## src/design/trqs_pkg.sv

```systemverilog
// Shared types and constants for the thread ready-queue scheduler.
// Used by trqs_seq and thread_ready_queue_scheduler_core; no dependencies.
package trqs_pkg;

    localparam int DEF_THREAD_COUNT = 16;
    localparam int ID_W             = 4;
    localparam int BITS_W           = 8;
    localparam int IN_DATA_W        = 16;
    localparam int OUT_DATA_W       = 24;

    typedef enum logic [1:0] {
        OP_RESUME  = 2'd0,
        OP_SUSPEND = 2'd1,
        OP_YIELD   = 2'd2,
        OP_SWITCH  = 2'd3
    } op_t;

    typedef enum logic [1:0] {
        ACT_NONE = 2'd0,
        ACT_KEEP = 2'd1,
        ACT_LOAD = 2'd2,
        ACT_IDLE = 2'd3
    } action_t;

    typedef enum logic [3:0] {
        ST_IDLE,
        ST_T_RD,
        ST_TAIL,
        ST_UL_P,
        ST_UL_N,
        ST_POP,
        ST_CUR_RD,
        ST_CUR,
        ST_DONE
    } seq_state_t;

    // Input item, last field in the lowest bits
    typedef struct packed {
        logic [BITS_W-1:0] mode_bits;
        logic [ID_W-1:0]   thread_id;
        op_t               opcode;
    } item_t;

    // Result item, last field in the lowest bits
    typedef struct packed {
        logic            switch_pending;
        logic [ID_W-1:0] active_thread;
        logic            current_valid;
        logic [ID_W-1:0] load_thread;
        logic [ID_W-1:0] save_thread;
        logic            save_valid;
        action_t         action;
    } result_t;

endpackage

```

## src/design/trqs_ram.sv

```systemverilog
// Generic simple dual-port RAM: one write port, one read port, registered read.
// No dependencies.
module trqs_ram #(
    parameter int WIDTH = 8,
    parameter int DEPTH = 16
) (
    input  logic                     aclk,
    input  logic                     we,
    input  logic [$clog2(DEPTH)-1:0] waddr,
    input  logic [WIDTH-1:0]         wdata,
    input  logic [$clog2(DEPTH)-1:0] raddr,
    output logic [WIDTH-1:0]         rdata
);

    logic [WIDTH-1:0] mem [DEPTH];
    logic [WIDTH-1:0] rdata_reg;

    // Write and registered read
    always_ff @(posedge aclk) begin
        if (we) begin
            mem[waddr] <= wdata;
        end
        rdata_reg <= mem[raddr];
    end

    assign rdata = rdata_reg;

endmodule

```

## src/design/trqs_seq.sv

```systemverilog
// Scheduler sequencer: read-modify-write of the thread table memory,
// queue head/tail, current thread and pending-switch flag. Depends on trqs_pkg.
module trqs_seq #(
    parameter int THREAD_COUNT = trqs_pkg::DEF_THREAD_COUNT
) (
    input  logic                                aclk,
    input  logic                                aresetn,
    input  logic                                in_valid,
    output logic                                in_ready,
    input  trqs_pkg::item_t                     in_item,
    input  logic                                out_free,
    output logic                                done,
    output trqs_pkg::result_t                   res,
    output logic                                ram_we,
    output logic [$clog2(THREAD_COUNT)-1:0]     ram_waddr,
    output logic [2*$clog2(THREAD_COUNT)+trqs_pkg::BITS_W:0] ram_wdata,
    output logic [$clog2(THREAD_COUNT)-1:0]     ram_raddr,
    input  logic [2*$clog2(THREAD_COUNT)+trqs_pkg::BITS_W:0] ram_rdata
);
    import trqs_pkg::*;

    localparam int TW = $clog2(THREAD_COUNT);
    localparam int unsigned TC = THREAD_COUNT;

    typedef logic [TW-1:0] idx_t;

    typedef struct packed {
        logic [BITS_W-1:0] reasons;
        logic              inq;
        idx_t              nxt;
        idx_t              prv;
    } rec_t;

    localparam rec_t RESET_REC = '{reasons: '1, inq: 1'b0, nxt: '0, prv: '0};

    seq_state_t        state_reg, state_next;
    op_t               op_reg, op_next;
    idx_t              tid_reg, tid_next;
    logic [BITS_W-1:0] bits_reg, bits_next;
    idx_t              head_reg, head_next;
    idx_t              tail_reg, tail_next;
    logic              ne_reg, ne_next;
    idx_t              run_reg, run_next;
    logic              rv_reg, rv_next;
    logic              pend_reg, pend_next;
    logic              hn_reg, hn_next;
    idx_t              nx_reg, nx_next;
    action_t           act_reg, act_next;
    logic              sv_reg, sv_next;
    idx_t              st_reg, st_next;
    idx_t              enq_reg, enq_next;
    idx_t              p_reg, p_next;
    idx_t              n_reg, n_next;
    logic [THREAD_COUNT-1:0] vld_reg;
    logic              rdv_reg;

    rec_t rec;
    rec_t wrec;
    idx_t in_tid;
    logic tid_ok;

    assign in_tid = idx_t'(in_item.thread_id);
    assign tid_ok = (32'(in_item.thread_id) < TC);

    // Entries never written read as blocked and unqueued
    assign rec = rdv_reg ? rec_t'(ram_rdata) : RESET_REC;
    assign ram_wdata = wrec;

    // Control and state registers
    always_ff @(posedge aclk) begin
        if (!aresetn) begin
            state_reg <= ST_IDLE;
            head_reg  <= '0;
            tail_reg  <= '0;
            ne_reg    <= 1'b0;
            run_reg   <= '0;
            rv_reg    <= 1'b0;
            pend_reg  <= 1'b0;
            vld_reg   <= '0;
            rdv_reg   <= 1'b0;
        end else begin
            state_reg <= state_next;
            head_reg  <= head_next;
            tail_reg  <= tail_next;
            ne_reg    <= ne_next;
            run_reg   <= run_next;
            rv_reg    <= rv_next;
            pend_reg  <= pend_next;
            rdv_reg   <= vld_reg[ram_raddr];
            if (ram_we) begin
                vld_reg[ram_waddr] <= 1'b1;
            end
        end
    end

    // Per-item working registers
    always_ff @(posedge aclk) begin
        op_reg  <= op_next;
        tid_reg <= tid_next;
        bits_reg <= bits_next;
        hn_reg  <= hn_next;
        nx_reg  <= nx_next;
        act_reg <= act_next;
        sv_reg  <= sv_next;
        st_reg  <= st_next;
        enq_reg <= enq_next;
        p_reg   <= p_next;
        n_reg   <= n_next;
    end

    // Sequencer: next state, table accesses, queue updates
    always_comb begin
        logic [BITS_W-1:0] nb;

        nb         = '0;
        state_next = state_reg;
        op_next    = op_reg;
        tid_next   = tid_reg;
        bits_next  = bits_reg;
        head_next  = head_reg;
        tail_next  = tail_reg;
        ne_next    = ne_reg;
        run_next   = run_reg;
        rv_next    = rv_reg;
        pend_next  = pend_reg;
        hn_next    = hn_reg;
        nx_next    = nx_reg;
        act_next   = act_reg;
        sv_next    = sv_reg;
        st_next    = st_reg;
        enq_next   = enq_reg;
        p_next     = p_reg;
        n_next     = n_reg;
        wrec       = rec;
        ram_we     = 1'b0;
        ram_waddr  = tid_reg;
        ram_raddr  = tid_reg;
        in_ready   = 1'b0;
        done       = 1'b0;
        res        = '0;

        unique case (state_reg)
            ST_IDLE: begin
                in_ready = 1'b1;
                if (in_valid) begin
                    op_next   = in_item.opcode;
                    tid_next  = in_tid;
                    bits_next = in_item.mode_bits;
                    hn_next   = 1'b0;
                    sv_next   = 1'b0;
                    st_next   = '0;
                    act_next  = ACT_NONE;
                    state_next = ST_DONE;
                    unique case (in_item.opcode)
                        OP_RESUME, OP_SUSPEND: begin
                            if (tid_ok) begin
                                ram_raddr = in_tid;
                                if (in_item.opcode == OP_SUSPEND && rv_reg
                                        && run_reg == in_tid) begin
                                    pend_next = 1'b1;
                                end
                                state_next = ST_T_RD;
                            end
                        end
                        OP_YIELD: begin
                            pend_next = 1'b1;
                        end
                        OP_SWITCH: begin
                            if (pend_reg) begin
                                pend_next = 1'b0;
                                act_next  = ACT_IDLE;
                                if (ne_reg) begin
                                    ram_raddr  = head_reg;
                                    state_next = ST_POP;
                                end else begin
                                    state_next = ST_CUR_RD;
                                end
                            end
                        end
                        default: ;
                    endcase
                end
            end

            ST_T_RD: begin
                ram_we     = 1'b1;
                ram_waddr  = tid_reg;
                state_next = ST_DONE;
                if (op_reg == OP_RESUME) begin
                    nb = rec.reasons & ~bits_reg;
                    wrec.reasons = nb;
                    if (nb == '0) begin
                        if (!rv_reg) begin
                            pend_next = 1'b1;
                        end
                        // Append to the tail unless already queued
                        if (!rec.inq) begin
                            wrec.inq = 1'b1;
                            if (ne_reg) begin
                                wrec.prv   = tail_reg;
                                ram_raddr  = tail_reg;
                                enq_next   = tid_reg;
                                state_next = ST_TAIL;
                            end else begin
                                head_next = tid_reg;
                                tail_next = tid_reg;
                                ne_next   = 1'b1;
                            end
                        end
                    end
                end else begin
                    nb = rec.reasons | bits_reg;
                    wrec.reasons = nb;
                    // Unlink a queued thread that became blocked
                    if (nb != '0 && rec.inq) begin
                        wrec.inq = 1'b0;
                        priority if (tid_reg == head_reg && tid_reg == tail_reg) begin
                            ne_next = 1'b0;
                        end else if (tid_reg == head_reg) begin
                            head_next = rec.nxt;
                        end else if (tid_reg == tail_reg) begin
                            tail_next = rec.prv;
                        end else begin
                            p_next     = rec.prv;
                            n_next     = rec.nxt;
                            ram_raddr  = rec.prv;
                            state_next = ST_UL_P;
                        end
                    end
                end
            end

            ST_TAIL: begin
                // Link the old tail forward to the new entry
                wrec.nxt   = enq_reg;
                ram_we     = 1'b1;
                ram_waddr  = tail_reg;
                tail_next  = enq_reg;
                state_next = ST_DONE;
            end

            ST_UL_P: begin
                wrec.nxt   = n_reg;
                ram_we     = 1'b1;
                ram_waddr  = p_reg;
                ram_raddr  = n_reg;
                state_next = ST_UL_N;
            end

            ST_UL_N: begin
                wrec.prv   = p_reg;
                ram_we     = 1'b1;
                ram_waddr  = n_reg;
                state_next = ST_DONE;
            end

            ST_POP: begin
                // Take the head off the queue
                nx_next   = head_reg;
                hn_next   = 1'b1;
                wrec.inq  = 1'b0;
                ram_we    = 1'b1;
                ram_waddr = head_reg;
                if (head_reg == tail_reg) begin
                    ne_next = 1'b0;
                end else begin
                    head_next = rec.nxt;
                end
                state_next = ST_CUR_RD;
            end

            ST_CUR_RD: begin
                if (rv_reg) begin
                    ram_raddr  = run_reg;
                    state_next = ST_CUR;
                end else begin
                    state_next = ST_DONE;
                end
            end

            ST_CUR: begin
                state_next = ST_DONE;
                ram_waddr  = run_reg;
                if (rec.reasons == '0) begin
                    act_next = ACT_KEEP;
                    if (hn_reg) begin
                        // Save and re-queue the preempted thread
                        sv_next = 1'b1;
                        st_next = run_reg;
                        if (!rec.inq) begin
                            wrec.inq = 1'b1;
                            ram_we   = 1'b1;
                            if (ne_reg) begin
                                wrec.prv   = tail_reg;
                                ram_raddr  = tail_reg;
                                enq_next   = run_reg;
                                state_next = ST_TAIL;
                            end else begin
                                head_next = run_reg;
                                tail_next = run_reg;
                                ne_next   = 1'b1;
                            end
                        end
                    end
                end else begin
                    // Drop the blocked thread
                    sv_next = 1'b1;
                    st_next = run_reg;
                    rv_next = 1'b0;
                end
            end

            ST_DONE: begin
                if (out_free) begin
                    if (hn_reg) begin
                        run_next = nx_reg;
                        rv_next  = 1'b1;
                    end
                    done               = 1'b1;
                    res.action         = hn_reg ? ACT_LOAD : act_reg;
                    res.save_valid     = sv_reg;
                    res.save_thread    = ID_W'(st_reg);
                    res.load_thread    = hn_reg ? ID_W'(nx_reg) : '0;
                    res.current_valid  = hn_reg | rv_reg;
                    res.active_thread  = hn_reg ? ID_W'(nx_reg) : ID_W'(run_reg);
                    res.switch_pending = pend_reg;
                    state_next         = ST_IDLE;
                end
            end

            default: state_next = ST_IDLE;
        endcase
    end

endmodule

```

## src/design/thread_ready_queue_scheduler_core.sv

```systemverilog
// Thread ready-queue scheduler: one result per item, registered on m_tdata.
// Yield, ignored items and switch requests with nothing pending go straight to the result;
// a switch that re-queues the current thread first pops the queue head, then reads and re-queues the current thread.
// One item at a time: the next input is taken only once the last result has entered the output
// register, after the thread table read-modify-write steps and any wait on m_tready.
// Reset (aresetn low, synchronous) empties the queue, clears the current thread and
// marks every table entry blocked through per-entry valid bits; no clearing pass.
module thread_ready_queue_scheduler_core #(
    parameter int THREAD_COUNT = trqs_pkg::DEF_THREAD_COUNT
) (
    input  logic                                aclk,
    input  logic                                aresetn,
    input  logic                                s_tvalid,
    output logic                                s_tready,
    // opcode[1:0], thread_id[5:2], mode_bits[13:6], zero[15:14]
    input  logic [trqs_pkg::IN_DATA_W-1:0]      s_tdata,
    output logic                                m_tvalid,
    input  logic                                m_tready,
    // action[1:0], save_valid[2], save_thread[6:3], load_thread[10:7],
    // current_valid[11], active_thread[15:12], switch_pending[16], zero[23:17]
    output logic [trqs_pkg::OUT_DATA_W-1:0]     m_tdata
);
    import trqs_pkg::*;

    localparam int TW    = $clog2(THREAD_COUNT);
    localparam int REC_W = 2 * TW + BITS_W + 1;

    item_t            item;
    result_t          res;
    result_t          res_reg;
    logic             m_tvalid_reg;
    logic             done;
    logic             out_free;
    logic             ram_we;
    logic [TW-1:0]    ram_waddr;
    logic [TW-1:0]    ram_raddr;
    logic [REC_W-1:0] ram_wdata;
    logic [REC_W-1:0] ram_rdata;

    assign item     = item_t'(s_tdata[$bits(item_t)-1:0]);
    assign out_free = !m_tvalid_reg || m_tready;

    trqs_seq #(
        .THREAD_COUNT(THREAD_COUNT)
    ) u_seq (
        .aclk      (aclk),
        .aresetn   (aresetn),
        .in_valid  (s_tvalid),
        .in_ready  (s_tready),
        .in_item   (item),
        .out_free  (out_free),
        .done      (done),
        .res       (res),
        .ram_we    (ram_we),
        .ram_waddr (ram_waddr),
        .ram_wdata (ram_wdata),
        .ram_raddr (ram_raddr),
        .ram_rdata (ram_rdata)
    );

    trqs_ram #(
        .WIDTH(REC_W),
        .DEPTH(THREAD_COUNT)
    ) u_table (
        .aclk  (aclk),
        .we    (ram_we),
        .waddr (ram_waddr),
        .wdata (ram_wdata),
        .raddr (ram_raddr),
        .rdata (ram_rdata)
    );

    // Output register: load a finished result, drop it on transfer
    always_ff @(posedge aclk) begin
        if (!aresetn) begin
            m_tvalid_reg <= 1'b0;
        end else if (done) begin
            m_tvalid_reg <= 1'b1;
        end else if (m_tready) begin
            m_tvalid_reg <= 1'b0;
        end
    end

    always_ff @(posedge aclk) begin
        if (done) begin
            res_reg <= res;
        end
    end

    assign m_tvalid = m_tvalid_reg;
    assign m_tdata  = OUT_DATA_W'(res_reg);

endmodule
```

## config.mk

```make
export PLATFORM = sky130hd
export DESIGN_NAME = thread_ready_queue_scheduler_core
export DESIGN_NICKNAME = d
export VERILOG_FILES = /design/src/design/trqs_pkg.sv /design/src/design/trqs_ram.sv /design/src/design/trqs_seq.sv /design/src/design/thread_ready_queue_scheduler_core.sv
export SDC_FILE = /design/constraint.sdc
export NUM_CORES = 1
export LEC_CHECK = 0
export BUFFER_PORTS_ARGS = -buffer_cell sky130_fd_sc_hd__buf_2
export CORE_MARGIN = 10
export CORE_UTILIZATION = 52
export CTS_CLUSTER_DIAMETER = 120
export CTS_CLUSTER_SIZE = 20
export DETAILED_ROUTE_END_ITERATION = 10
export GPL_TIMING_DRIVEN = 0
export PLACE_DENSITY = 0.66
export SYNTH_ARGS = -nofsm -noshare
export SYNTH_HDL_FRONTEND = slang
export SYNTH_HIERARCHICAL = 1
export SYNTH_SLANG_ARGS = --single-unit
```

## constraint.sdc

```tcl
create_clock -name aclk -period 10.7 [get_ports aclk]
set_clock_uncertainty 0.05 [all_clocks]
set_input_delay 1.07 -clock aclk [delete_from_list [all_inputs] [get_ports aclk]]
set_output_delay 1.07 -clock aclk [all_outputs]
set_load 0.05 [all_outputs]
```

Word-level counts from Yosys, hierarchy flattened
Memories as Yosys holds them, arrays and structs flattened. A register that Yosys moved wholly into a read port is not among the register bits.
Cells that the tools add are included.
{"block": "classes", "bitwise_logic": 11, "magnitude_cmp": 3, "n_mux": 129, "reduce_logical": 39, "n_eq_ne": 41}
{"operator": "2-to-1 mux 4 bit", "n": 64}
{"operator": "case mux 4 bit (2 select lines)", "n": 5}
{"operator": "case mux 4 bit (5 select lines)", "n": 2}
{"operator": "case mux 4 bit (3 select lines)", "n": 3}
{"operator": "2-to-1 mux 1 bit", "n": 34}
{"operator": "case mux 4 bit (8 select lines)", "n": 1}
{"operator": "AND reduction 11 bit", "n": 2}
{"operator": "2-to-1 mux 17 bit", "n": 1}
{"operator": "equality test 4 x 3 -> 1 bit, second input constant", "n": 4}
{"operator": "equality test 4 bit", "n": 4}
{"operator": "logical NOT 8 bit", "n": 2}
{"operator": "inequality test 2 x 1 -> 1 bit, second input constant", "n": 8}
{"operator": "inequality test 2 bit, second input constant", "n": 8}
{"operator": "bitwise OR 16 bit", "n": 1}
{"operator": "2-to-1 mux 2 bit", "n": 6}
{"operator": "inequality test 3 x 1 -> 1 bit, second input constant", "n": 4}
{"operator": "inequality test 3 x 2 -> 1 bit, second input constant", "n": 4}
{"operator": "AND reduction 6 bit", "n": 2}
{"operator": "nonzero test 2 bit", "n": 6}
{"operator": "less-than comparator 4 x 5 -> 1 bit, second input constant", "n": 2}
{"operator": "case mux 1 bit (2 select lines)", "n": 5}
{"operator": "2-to-1 mux 9 bit", "n": 1}
{"operator": "case mux 1 bit (3 select lines)", "n": 3}
{"operator": "AND reduction 3 bit", "n": 3}
{"operator": "other kinds (30)", "n": 48}
{"block": "word_totals", "n_memories": 1, "out_inout_bits": 26, "inputBits": 20, "elab_cells": 253, "register_bits": 92, "ramBits": 272}
{"memory": "u_table.mem", "words": 16, "word_bits": 17, "rd": 1, "rd_ports_with_merged_regs": 1, "write_ports": 1, "line_no": "trqs_ram.sv:15", "text": "logic [WIDTH-1:0] mem [DEPTH];"}

Longest topological paths before layout
{"block": "depth", "ltp_word": 9, "depth_mapped": 17, "ltp_nobuf": 13}

Cells and area by module
The synthesis kept the hierarchy.
{"mod": "trqs_ram", "cells_per_inst": 458, "n_inst": 1, "area_each_um2": 10637.7}
{"mod": "trqs_seq", "cells_per_inst": 571, "n_inst": 1, "area_each_um2": 4845.9}
{"mod": "thread_ready_queue_scheduler_core", "cells_per_inst": 29, "n_inst": 1, "area_each_um2": 615.6}

Worst setup path after synthesis
OpenSTA, ideal clock, no wires.
{"block": "synth_path", "path_type": "input -> register", "startpoint": "input s_tdata[1] (netlist name)", "endpoint": "register u_table.rdata_reg[11], in the netlist u_table/rdata[11] (read register of u_table.mem)", "path_buffers": 5, "setup_ns": 0.120, "setup_slack_ns": 6.758, "path_stages": 14, "required_ns": 10.530, "arrival_ns": 3.772, "cell_sequence": "clkbuf_1 nand3_1 o22ai_1 a211o_1 or3b_1 a221oi_1 o31ai_2 buf_6 buf_6 buf_8 buf_8 mux4_1 a22oi_1 nand2_1"}
{"block": "synth_between", "elab_chain_len": 5, "word_cells_on_any_way": 7, "classes_between": "2 x eq/ne; 3 x mux; 2 x reduce/logical"}
{"element": "start: declaration", "line_no": "thread_ready_queue_scheduler_core.sv:16", "text": "input logic [trqs_pkg::IN_DATA_W-1:0] s_tdata,"}
{"element": "equality test 2 x 1 -> 1 bit / logical NOT 2 bit (equally long branches)", "line_no": "trqs_seq.sv:154", "text": "unique case (in_item.opcode)"}
{"element": "OR reduction 2 bit", "line_no": "trqs_seq.sv:154"}
{"element": "case mux 4 bit (2 select lines) (*)", "line_no": "trqs_seq.sv:154"}
{"element": "2-to-1 mux 4 bit (*)", "line_no": "trqs_seq.sv:145", "text": "if (in_valid) begin"}
{"element": "case mux 4 bit (5 select lines) (*)", "line_no": "trqs_seq.sv:142", "text": "unique case (state_reg)"}
{"element": "net ram_raddr[0]", "line_no": "thread_ready_queue_scheduler_core.sv:36", "text": "logic [TW-1:0] ram_raddr;"}
{"element": "end: declaration", "line_no": "trqs_ram.sv:16", "text": "logic [WIDTH-1:0] rdata_reg;"}
Mark *: on every way through the listed nets, which the timed path passes. The rest lies on a longest branch.
A chain may end at the register's enable or synchronous reset.

Final worst setup path
Same ends and word-level chain as after synthesis.

==> run summary <==
Critical path class = primary input to register
Top_reg_cell synth = edfxtp_1
Status = completed
Number of synthesis warnings = 6
Number of enable flip-flop cells after synthesis = 327
Final Critical Period = 4.91 ns
Post-layout total power = 3.66 mW
H-Tree Depth = 1
Ant diodes = 0
Top-Level Pins = 46
Highest cell delay on the worst timing path = 0.78 ns
Routed via count divided by cell count = 6.24
Clock-pin slew on the worst setup and hold paths = 0.08 ns
Arr. time, crit path = 5.34 ns
Type of element launching the critical path = primary input
Highest fanout seen on the critical path = 10
Max stage delay cell, worst path = nor2_1
Clk buf depth = 3
NumNets Final = 1169
GRT Residual Overflow = 0
Placeable core region = 30600 µm²
Top post-synthesis cells by area = edfxtp_1, mux4_2, dfxtp_1
Crit Reg-Reg Endpoint = u_table/rdata[11]
Number of port buffers = 36
Iteration-0 DRC Markers = 924
Cell accounting for the most synthesized area = edfxtp_1
Post-synthesis sequential element count = 381
Sum of negative setup slack = 0 ns
Initial standard-cell utilization of the core = 52.6%
Cell chosen for the clock root = clkbuf_16
Max-slew violations = 0
Wire length of the first global-routing pass = 60700 µm
Share of Yosys cell area claimed by the top area cell type = 61.0%
Post-synthesis average cell area = 15.2 µm²
Clk sink count = 381
Max Fclk = 0.204 GHz
Skew-Pair Late Insertion Delay = 0.56 ns
Number of global-route vias before repair = 9671
Total vias in the final route = 9754
Post-synthesis instance area = 16100 µm²
Origin of the worst min-delay path = u_seq/vld_reg[2]
Gate count of the mapped netlist = 1058
R2r setup slk = 5.91 ns
R2R Path Start = u_seq/state_reg[3]
Termination of the worst setup path = u_table/rdata[11]
Setup Fix Bufs, Post-CTS = 0
Detailed-route DRC error count = 0
CTS Hold Bufs = 0
Fraction of final layout cells sized beyond drive strength 1 = 19.6%
Peak ir drop on the vdd network = 155 µV
Class of the most critical hold timing path = register to register
Number of gates resized after cts = 0
Die Outline Area = 38400 µm²
Final-layout fill cell count = 2383
Num CTS Buffers = 23
CTS tree = done
Worst endpoint required time = 11.13 ns
RSZ-0062 raised after global routing = false
Final setup violation count = 0
GR Util All Layers = 20.5%
Number of hold violations in the final report = 0
Number of iterations in the first detailed-routing pass = 8
Share of the clock period used by the worst path = 45.9%
Beginning of the critical path = s_tdata[1]
Row cnt = 64
Pin count of the biggest net entering global routing = 24
Max reg flops = 272
Slew Limit Headroom = 14.0%
Number of antenna violations at the first check in global routing = 0
Number of cells on the worst reg-to-reg path = 15
Routed len/inst = 25.5 µm
Die outline width = 196 µm
Power density over the cells = 205 nW/µm²
Portion of the post-synthesis area used by sequential elements = 67.7%
Number of nets still failing antenna checks after routing = 0
Post-synthesis cell type count = 85
Post-synthesis to final-layout area growth = 11.1%
Vertical extent of the die = 196 µm
Max cap viols = 0
Critical Path End Type = register
Ys async rst share = 0%
Routed WL = 39900 µm
Actual slew at the worst max-slew pin = 1.28 ns
Cell breakdown of the critical path = buf_2 -> clkbuf_1 -> nand3_1 -> o22ai_1 -> a221o_1 -> a211o_1 -> or3_1 -> o21ai_1 -> inv_1 -> nor2_1 -> clkbuf_1 -> a22oi_1 -> nand2_1
Final RePlAce weighted congestion = 0.945
P_leak = 6.04 nW
CP dominant cell by count = clkbuf_1
Hpwl dp = 28300 µm
## cells in the mapped netlist, types with 5 or more instances
library cell    n
clkbuf_1       30
buf_2          17
a311oi_1       12
dfxtp_1        54
o21a_1         11
a31oi_1         8
o21ai_0        22
nand2_1        81
xnor2_1         7
nand3_1        14
mux4_2         65
inv_1          27
nand2b_1       17
a211oi_1        7
nor2_1         77
edfxtp_1      327
and3_1         13
nand3b_1        6
mux2i_1        21
o22ai_1         9
nor2b_1        11
o2111ai_1       5
nor4_1          5
buf_4           8
a22oi_1        37
nand4_1         9
and2_1          6
o31ai_1         5
xor2_1          9
nor3_1         18
a21oi_1        27
## worst min path at each step
stage                        end  slack, ns  cells past startpoint
4_1_cts         u_seq/vld_reg[2]       0.42                      1
3_5_place_dp    u_seq/vld_reg[2]       0.40                      1
3_3_place_gp   u_seq/vld_reg[12]       0.39                      1
2_1_floorplan  u_seq/vld_reg[12]       0.38                      1
6_report        u_seq/vld_reg[2]       0.42                      1
5_1_grt        u_seq/vld_reg[12]       0.44                      1
## per-stage QoR
step | instances | setup WS [ns] | hold WS [ns] | cell area, µm² | util, %
final | 1562 | 5.79 | 0.421 | 17900 | 58.5
after global routing | 1562 | 5.61 | 0.436 | 17900 | 58.5
after CTS | 1562 | 5.84 | 0.425 | 17800 | 58.3
after detailed placement | 1520 | 5.28 | 0.405 | 17200 | 56.1
after global placement | 1496 | 4.75 | 0.390 | 16800 | 54.9
after floorplan | 1064 | 6.76 | 0.384 | 16100 | -
## cell usage in the layout (no fill, tap or decap), types with 14 or more instances in the layout
master and count:
a21oi_1 27, a22oi_1 37, buf_2 54, clkbuf_1 47
clkbuf_16 23, dfxtp_1 54, edfxtp_1 327, inv_1 27
mux2i_1 21, mux4_2 65, nand2_1 81, nand2b_1 17
nand3_1 14, nor2_1 65, nor3_1 14, o21ai_0 16
## critical path, delay by kind of cell
family	cells	cell delay [ns]
AOI/OAI and AO/OA	5	1.49
buffers and inverters	4	1.08
and+or+nand+nor	4	1.68
## area by class of cell
type                            count  area [µm²]  area share [%]
Multi-Input combinational cell    589        4860            27.2
Inverter                           30         113           0.629
Sequential cell                   381       10900            60.9
Timing Repair Buffer               60         499            2.79
Buffer                             64         338            1.89
Tap cell                          396         495            2.77
Clock inverter                      2        40.0           0.224
Clock buffer                       40         639            3.57
## layer usage
layer  vias to the layer above  track usage [%]  wire [µm]
met2                       386             32.5      18900
li1                       4329                -          -
met3                        76             2.97       2720
met5                         -                0          0
met1                      4963             28.9      17200
met4                         0             6.17       1140
## logic make-up after synthesis
group,after synthesis,synth area share [%]
muxes,91,11.1
buffers and inverters,94,2.80
DFF,381,67.7
and+or+nand+nor,284,8.86
xor gates and xnor gates,16,0.870
other,1,0.0233
AOI/OAI and AO/OA,191,8.69
## where the power goes
part / internal, mW / leakage [nW] / switching, mW
Sequential: 1.77 / 3.41 / 0.0446
Combinational: 0.355 / 2.30 / 0.603
Clock: 0.416 / 0.323 / 0.471
Total: 2.54 / 6.04 / 1.12
Note: power is estimated with default switching activity, not from simulation.
